==> src/rtl/tcf_pkg.sv <==
// Shared types, constants and the glyph ROM of the text console framebuffer.
// Used by the configuration registers, the draw engine and the top level.
package tcf_pkg;

  localparam int ROM_GLYPHS   = 45;
  localparam int CUR_START    = 4;
  localparam int CUR_X_MAX    = 1020;
  localparam int CUR_X_STEP   = 4;
  localparam int LINE_STEP    = 8;
  localparam int LINE_MARGIN  = 12;
  localparam int GLYPH_ROWS   = 5;

  localparam logic [7:0] CHAR_LF        = 8'd10;
  localparam logic [7:0] CHAR_CR        = 8'd13;
  localparam logic [7:0] CHAR_PLUS      = 8'd43;
  localparam logic [7:0] CHAR_DOT       = 8'd46;
  localparam logic [7:0] CHAR_ZERO      = 8'd48;
  localparam logic [7:0] CHAR_AT        = 8'd64;
  localparam logic [7:0] CHAR_BACKSLASH = 8'd92;
  localparam logic [7:0] CHAR_LOWER_A   = 8'd97;
  localparam logic [7:0] CASE_SHIFT     = 8'd32;

  localparam logic [7:0] NIB_LO_MASK = 8'h0F;
  localparam logic [7:0] NIB_HI_MASK = 8'hF0;

  localparam logic [2:0] TEXT_COLOR_RESET    = 3'd7;
  localparam logic [2:0] ADDR_TEXT_COLOR     = 3'd0;

  typedef enum logic [1:0] {
    REQ_PRINT = 2'd0,
    REQ_PIXEL = 2'd1,
    REQ_CLEAR = 2'd2,
    REQ_READ  = 2'd3
  } req_t;

  typedef enum logic [2:0] {
    ST_INIT,
    ST_IDLE,
    ST_SWEEP,
    ST_ISSUE,
    ST_WRITE,
    ST_READ,
    ST_READ_WAIT,
    ST_DONE
  } state_t;

  typedef struct packed {
    req_t        req_type;
    logic [7:0]  char_code;
    logic [7:0]  pixel_x;
    logic [7:0]  pixel_y;
    logic [2:0]  color;
    logic [13:0] read_address;
  } req_item_t;

  typedef struct packed {
    logic [7:0] read_data;
    logic [9:0] cursor_col_pos;
    logic [7:0] cursor_row_pos;
    logic       screen_cleared;
  } res_t;

  function automatic logic [14:0] rows5(input logic [2:0] a, input logic [2:0] b,
                                        input logic [2:0] c, input logic [2:0] d,
                                        input logic [2:0] e);
    return {e, d, c, b, a};
  endfunction

  // One entry holds the same row of five neighboring glyphs, 3 bits each.
  localparam logic [14:0] GLYPH_ROM [ROM_GLYPHS] = '{
    rows5(7,2,7,6,5), rows5(5,6,1,1,5), rows5(5,2,2,6,7), rows5(5,2,4,1,1), rows5(7,7,7,6,1),
    rows5(7,7,7,7,7), rows5(4,4,1,5,5), rows5(7,7,2,7,7), rows5(1,5,2,5,1), rows5(7,7,2,7,7),
    rows5(0,0,1,0,4), rows5(2,2,2,7,2), rows5(0,0,4,0,1), rows5(2,2,2,7,2), rows5(0,4,1,0,4),
    rows5(2,0,2,6,3), rows5(5,2,5,5,4), rows5(1,7,7,6,4), rows5(0,2,5,5,4), rows5(2,0,5,6,3),
    rows5(6,7,7,3,5), rows5(5,4,4,4,5), rows5(5,6,7,5,7), rows5(5,4,4,5,5), rows5(6,7,4,3,5),
    rows5(7,7,5,4,5), rows5(2,1,5,4,7), rows5(2,1,6,4,7), rows5(2,1,5,4,5), rows5(7,6,5,7,5),
    rows5(6,3,6,2,6), rows5(5,5,5,5,5), rows5(5,5,6,5,6), rows5(5,5,4,5,5), rows5(5,2,4,3,5),
    rows5(3,7,5,5,5), rows5(4,2,5,5,5), rows5(2,2,5,5,7), rows5(1,2,5,2,7), rows5(6,2,7,2,5),
    rows5(5,5,7,3,0), rows5(5,5,1,2,0), rows5(2,2,2,2,0), rows5(5,2,4,2,0), rows5(5,2,7,3,2)
  };

  // Three pixels of one glyph row, bit 2 is the left pixel.
  function automatic logic [2:0] glyph_row(input logic [5:0] idx, input logic [2:0] row);
    logic [5:0]  base;
    logic [2:0]  sub;
    logic [5:0]  pos;
    logic [14:0] word;
    base = '0;
    for (int k = 1; k < 9; k++) begin
      if (idx >= 6'(GLYPH_ROWS * k)) base = 6'(GLYPH_ROWS * k);
    end
    sub  = 3'(idx - base);
    pos  = base + 6'(row);
    word = (pos < 6'(ROM_GLYPHS)) ? GLYPH_ROM[pos] : '0;
    case (sub)
      3'd0:    return word[2:0];
      3'd1:    return word[5:3];
      3'd2:    return word[8:6];
      3'd3:    return word[11:9];
      3'd4:    return word[14:12];
      default: return 3'd0;
    endcase
  endfunction

endpackage

==> src/rtl/tcf_cfg_regs.sv <==
// APB-style register file of the text console: holds the glyph text color.
// Depends on tcf_pkg for the register address and reset value.
module tcf_cfg_regs (
  input  logic        clk,
  input  logic        rst_n,
  input  logic        psel,
  input  logic        penable,
  input  logic        pwrite,
  input  logic [2:0]  paddr,
  input  logic [31:0] pwdata,
  output logic [31:0] prdata,
  output logic        pready,
  output logic [2:0]  text_color
);

  logic [2:0] text_color_r;
  logic [2:0] text_color_nxt;
  logic       wr_en;

  assign pready = 1'b1;
  assign wr_en  = psel && penable && pwrite && pready && (paddr == tcf_pkg::ADDR_TEXT_COLOR);

  always_comb begin
    text_color_nxt = text_color_r;
    if (wr_en) text_color_nxt = pwdata[2:0];
  end

  always_ff @(posedge clk) begin
    if (!rst_n) begin
      text_color_r <= tcf_pkg::TEXT_COLOR_RESET;
    end else begin
      text_color_r <= text_color_nxt;
    end
  end

  assign prdata     = (paddr == tcf_pkg::ADDR_TEXT_COLOR) ? {29'd0, text_color_r} : 32'd0;
  assign text_color = text_color_r;

endmodule

==> config.mk <==
export PLATFORM = sky130hd
export DESIGN_NAME = tcf_cfg_regs
export DESIGN_NICKNAME = d
export VERILOG_FILES = /design/src/rtl/tcf_pkg.sv /design/src/rtl/tcf_cfg_regs.sv
export SDC_FILE = /design/constraint.sdc
export NUM_CORES = 1
export LEC_CHECK = 0
export BUFFER_PORTS_ARGS = -buffer_cell sky130_fd_sc_hd__buf_4
export CORE_AREA = 4 4 44 46
export CTS_CLUSTER_DIAMETER = 200
export DETAILED_ROUTE_END_ITERATION = 10
export DIE_AREA = 0 0 48 50
export PLACE_DENSITY = 0.9
export SLEW_MARGIN = 15
export SYNTH_ARGS = -nofsm -noshare
export SYNTH_HDL_FRONTEND = slang
export SYNTH_SLANG_ARGS = --single-unit
==> constraint.sdc <==
create_clock -name clk -period 2.1 [get_ports clk]
set_input_delay 0.21 -clock clk [delete_from_list [all_inputs] [get_ports clk]]
set_output_delay 0.21 -clock clk [all_outputs]
set_load 0.005 [all_outputs]
# [Word-level counts from Yosys, hierarchy flattened]
# Cells that the tools add are included.
[classes] n_reduce_logical=4 mux=1
[op_table] cell="logical AND 1 bit" count=3
[op_table] cell="zero test 3 bit" count=1
[op_table] cell="2-to-1 mux 3 bit" count=1
[word_totals] elab_cells=6 regBits=3 input_bits=40 out_inout_bits=36

# [Longest topological paths before layout]
[logic_depth] ltp_word=3 mapped_depth=3 depth_no_buf=3

# [Worst setup path after synthesis]
# OpenSTA, ideal clock, no wires.
[synth_timing] kind="in2reg" startpoint="input port paddr[2]" endpoint="register text_color_r[0], in the netlist text_color[0]" t_arrival_ns=0.817 t_required_ns=2.021 n_path_buf=0 setup_ns=0.079 setup_slack_ns=1.205 stages=3 cell_sequence="nand4bb_4 or2_1 o211ai_1"
[synth_between] elab_chain_len=2
[synth_rtl] element="start: declaration" line_no="tcf_cfg_regs.sv:9" text="input logic [2:0] paddr,"
[synth_rtl] element="zero test 3 bit" line_no="tcf_cfg_regs.sv:21" text="assign wr_en = psel && penable && pwrite && pready && (paddr == tcf_pkg::ADDR_TEXT_COLOR);"
[synth_rtl] element="logical AND 1 bit" line_no="tcf_cfg_regs.sv:21"
[synth_rtl] element="end signal: assignment" line_no="tcf_cfg_regs.sv:30" text="text_color_r <= tcf_pkg::TEXT_COLOR_RESET;"
[synth_rtl] element="end signal: assignment" line_no="tcf_cfg_regs.sv:32" text="text_color_r <= text_color_nxt;"
[synth_rtl] element="end: declaration" line_no="tcf_cfg_regs.sv:16" text="logic [2:0] text_color_r;"
# Every way passes these cells.
# A chain may end at the register's enable or synchronous reset.

# [Final worst setup path]
[layout_timing] startpoint="input port paddr[1]" endpoint="output port prdata[1]"
[layout_between] elab_chain_len=2
[layout_rtl] element="zero test 3 bit" line_no="tcf_cfg_regs.sv:36" text="assign prdata = (paddr == tcf_pkg::ADDR_TEXT_COLOR) ? {29'd0, text_color_r} : 32'd0;"
[layout_rtl] element="2-to-1 mux 3 bit" line_no="tcf_cfg_regs.sv:36"
[layout_rtl] element="end: declaration" line_no="tcf_cfg_regs.sv:11" text="output logic [31:0] prdata,"
# Every way passes these cells.

==> impl_metrics.py <==
metrics = {
    "min_path": {
        "hold_end": "text_color[2]$_SDFFE_PN1P_",
        "min_path_cells": 2,
        "holdCritStartpoint": "rst_n",
        "hold_path.class": "input pin to flip-flop",
    },
    "routing": {
        "met2_length_um": 370,
        "wl_um": 800,
        "num_vias": 287,
        "wire_per_inst_um": 9.41,
        "wl_met3_um": 161,
        "routed.top_layer": "met4",
        "dr.pass1.iters": 1,
        "antenna_left": 0,
        "route.layer.met1.wl_um": 253,
        "drt_iter0_drc": 0,
        "viasPerCell": 3.38,
        "drc": 0,
    },
    "cells_and_area": {
        "drive_above_1_share": 0.290,
        "utilization": 0.300,
        "syn_to_final_growth_pct": 11.4,
        "final.fill_count": 171,
        "largest_reg_flops": 3,
        "antenna_cells": 0,
        "final_nets": 110,
    },
    "logic_synthesis": {
        "ys.flop_type": "dfxtp_1",
        "synth_compound_area_frac": 0.0926,
        "synth_mux_area_frac": 0,
        "ys_ff_latch": 3,
        "synth_cell_types": 12,
        "synthTopCellsByArea": "buf_4, dfxtp_1, nand4bb_4",
        "synth.most_common_cell": "buf_4",
        "synth-simple-area-share": 0.157,
        "avgSynthCellArea_sq_um": 7.95,
        "yosysTopAreaCell": "buf_4",
        "synth_edf_count": 0,
        "ys_seq_area_frac": 0.148,
        "synth_xor_area_frac": 0,
        "syn-instance-count": 51,
        "synth_fa_ha_area_frac": 0,
        "synth_commonest_cells": "buf_4, and2_1, dfxtp_1, inv_1, o211ai_1",
        "synth_top_family_by_area": "buffers and inverters",
        "async_reset_ff_frac": 0,
        "ys_warn_count": 0,
        "synth_area_sq_um": 405,
        "yosysTopAreaCellShare": 0.556,
    },
    "sta": {
        "finalCritPeriodShare": 0.490,
        "final_hold_viol_count": 0,
        "slew_viol_final": 0,
        "skew_ps": 0,
        "finalSetupViolCount": 0,
        "fmax_ghz": 0.971,
        "fin_crit_ps": 1030,
        "rsz0062_at_grt": "no",
        "final.setup.tns_ps": 0,
    },
    "floorplanning": {
        "dieHeight_um": 50,
        "rows": 14,
        "pin_count": 76,
        "die-area_sq_um": 2400,
        "die_x_um": 48,
        "placeableCoreArea_sq_um": 1510,
        "start_util": 0.269,
    },
    "setup_path": {
        "start_kind": "input pin",
        "reg2reg_to": "text_color[1]$_SDFFE_PN1P_",
        "slowest_delay_ps": 240,
        "critPathMaxFanout": 3,
        "worstRegToRegCells": 2,
        "critical_path.cell_chain": "buf_4 -> nor3_1 -> and2_1 -> buf_4",
        "cpMaxStageDelayCell": "nor3_1",
        "crit_arrival_ps": 820,
        "cp.depth": 4,
        "ff2ff_setup_slack_ps": 1470,
        "crit_type": "input pin to output port",
        "cp-end-kind": "output port",
        "cp_common_cell": "buf_4",
        "critical-path-top-delay-family": "simple AND/OR/NAND/NOR gates",
        "required_ps": 1890,
        "path_buf_inv": 2,
        "r2r_start": "text_color[1]$_SDFFE_PN1P_",
    },
    "pwr": {
        "ir_drop_uv": 102,
        "cellLeakagePower_nw": 0.253,
        "powerDensity_nw_per_um2": 452,
    },
    "clock_network": {
        "cts_resized": 0,
        "ctsHtreeMaxLevel": 1,
        "cts_setup_buffers": 0,
        "clock-sinks": 3,
        "ctsRootBufferMaster": "clkbuf_4",
        "clockBufferDepth": 2,
        "path_clk_slew_ps": 40,
        "clk_latency_ps": 230,
        "numCtsBuffers": 3,
        "cts_tree": "done",
        "hold_buffers": 0,
    },
    "placement": {
        "place_congestion": 0.678,
        "io_buffers": 16,
        "place_hpwl_um": 710,
    },
    "grt": {
        "overflow": 0,
        "grt_start_max_net_pins": 5,
        "grt_pass1_wl_mm": 1.03,
        "grt_util_all_layers": 0.0640,
        "antenna_found_initial": 0,
        "grt_pass1_vias": 256,
    },
    "run_status": {
        "status": "complete, no violations",
    },
    "job": {
        "cap_violations": 0,
    },
}
==> cell type report <==
cell class                      instances  area, sq um  area share
Timing Repair Buffer                   16          120       0.266
Sequential cell                         3         60.1       0.133
Tap cell                               16         20.0      0.0443
Clock buffer                            4         26.3      0.0582
Inverter                                3         11.3      0.0249
Multi-Input combinational cell         43          214       0.474
==> layout by cell type, fill, tap and decap left out <==
master     netlist  final
buf_4           30     16
nor3_1           1      1
nand4bb_4        1      1
o21ai_1          2      2
dfxtp_1          3      3
o211ai_1         3      3
conb_1           2     30
nand2b_1         1      1
clkbuf_4         0      3
o21ai_0          1      1
and2_1           3      3
inv_1            3      3
clkbuf_1         0      1
or2_1            1      1
==> power by group <==
part | switching [mW] | internal (mW)
clock | 0.0300 | 0.0712
sequential | 0.000526 | 0.0581
combinational | 0.0237 | 0.0207
==> cell families after synthesis <==
kind of cell    count (synthesis)
buf+inv                        33
simple gates                    7
compound gates                  6
flops                           3
other cells                     2
==> how the worst max path moves through the flow <==
stage	startpoint	endpoint	slack, ps
final	paddr[1]	prdata[1]	1070
after global routing	paddr[1]	prdata[1]	990
after CTS	paddr[1]	prdata[0]	1070
after detailed placement	paddr[2]	text_color[2]$_SDFFE_PN1P_	1010
after global placement	paddr[2]	text_color[0]$_SDFFE_PN1P_	1050
after floorplan	paddr[2]	text_color[0]$_SDFFE_PN1P_	1200
==> worst register-to-register path, cell delays in order, from the launching register on <==
cell and delay (ps):
dfxtp_1 310, o21ai_1 90, o211ai_1 100
==> routing by layer <==
metal	up-vias	GRT usage
met2	30	0.0991
li1	135	-
met3	2	0.0436
met5	-	0
met4	0	0.0404
met1	120	0.0579
==> per-stage QoR <==
stage	worst slack (ps)	power (mW)	instance area [sq um]	hold slack, ps	std cells
2_1_floorplan	1200	0.120	510	299	79
3_3_place_gp	1050	0.101	425	429	81
3_5_place_dp	1010	0.102	425	443	81
4_1_cts	1070	0.207	452	201	85
5_1_grt	994	0.225	452	199	85
6_report	1070	0.204	452	204	85
Power figures use the tool's default switching activity.
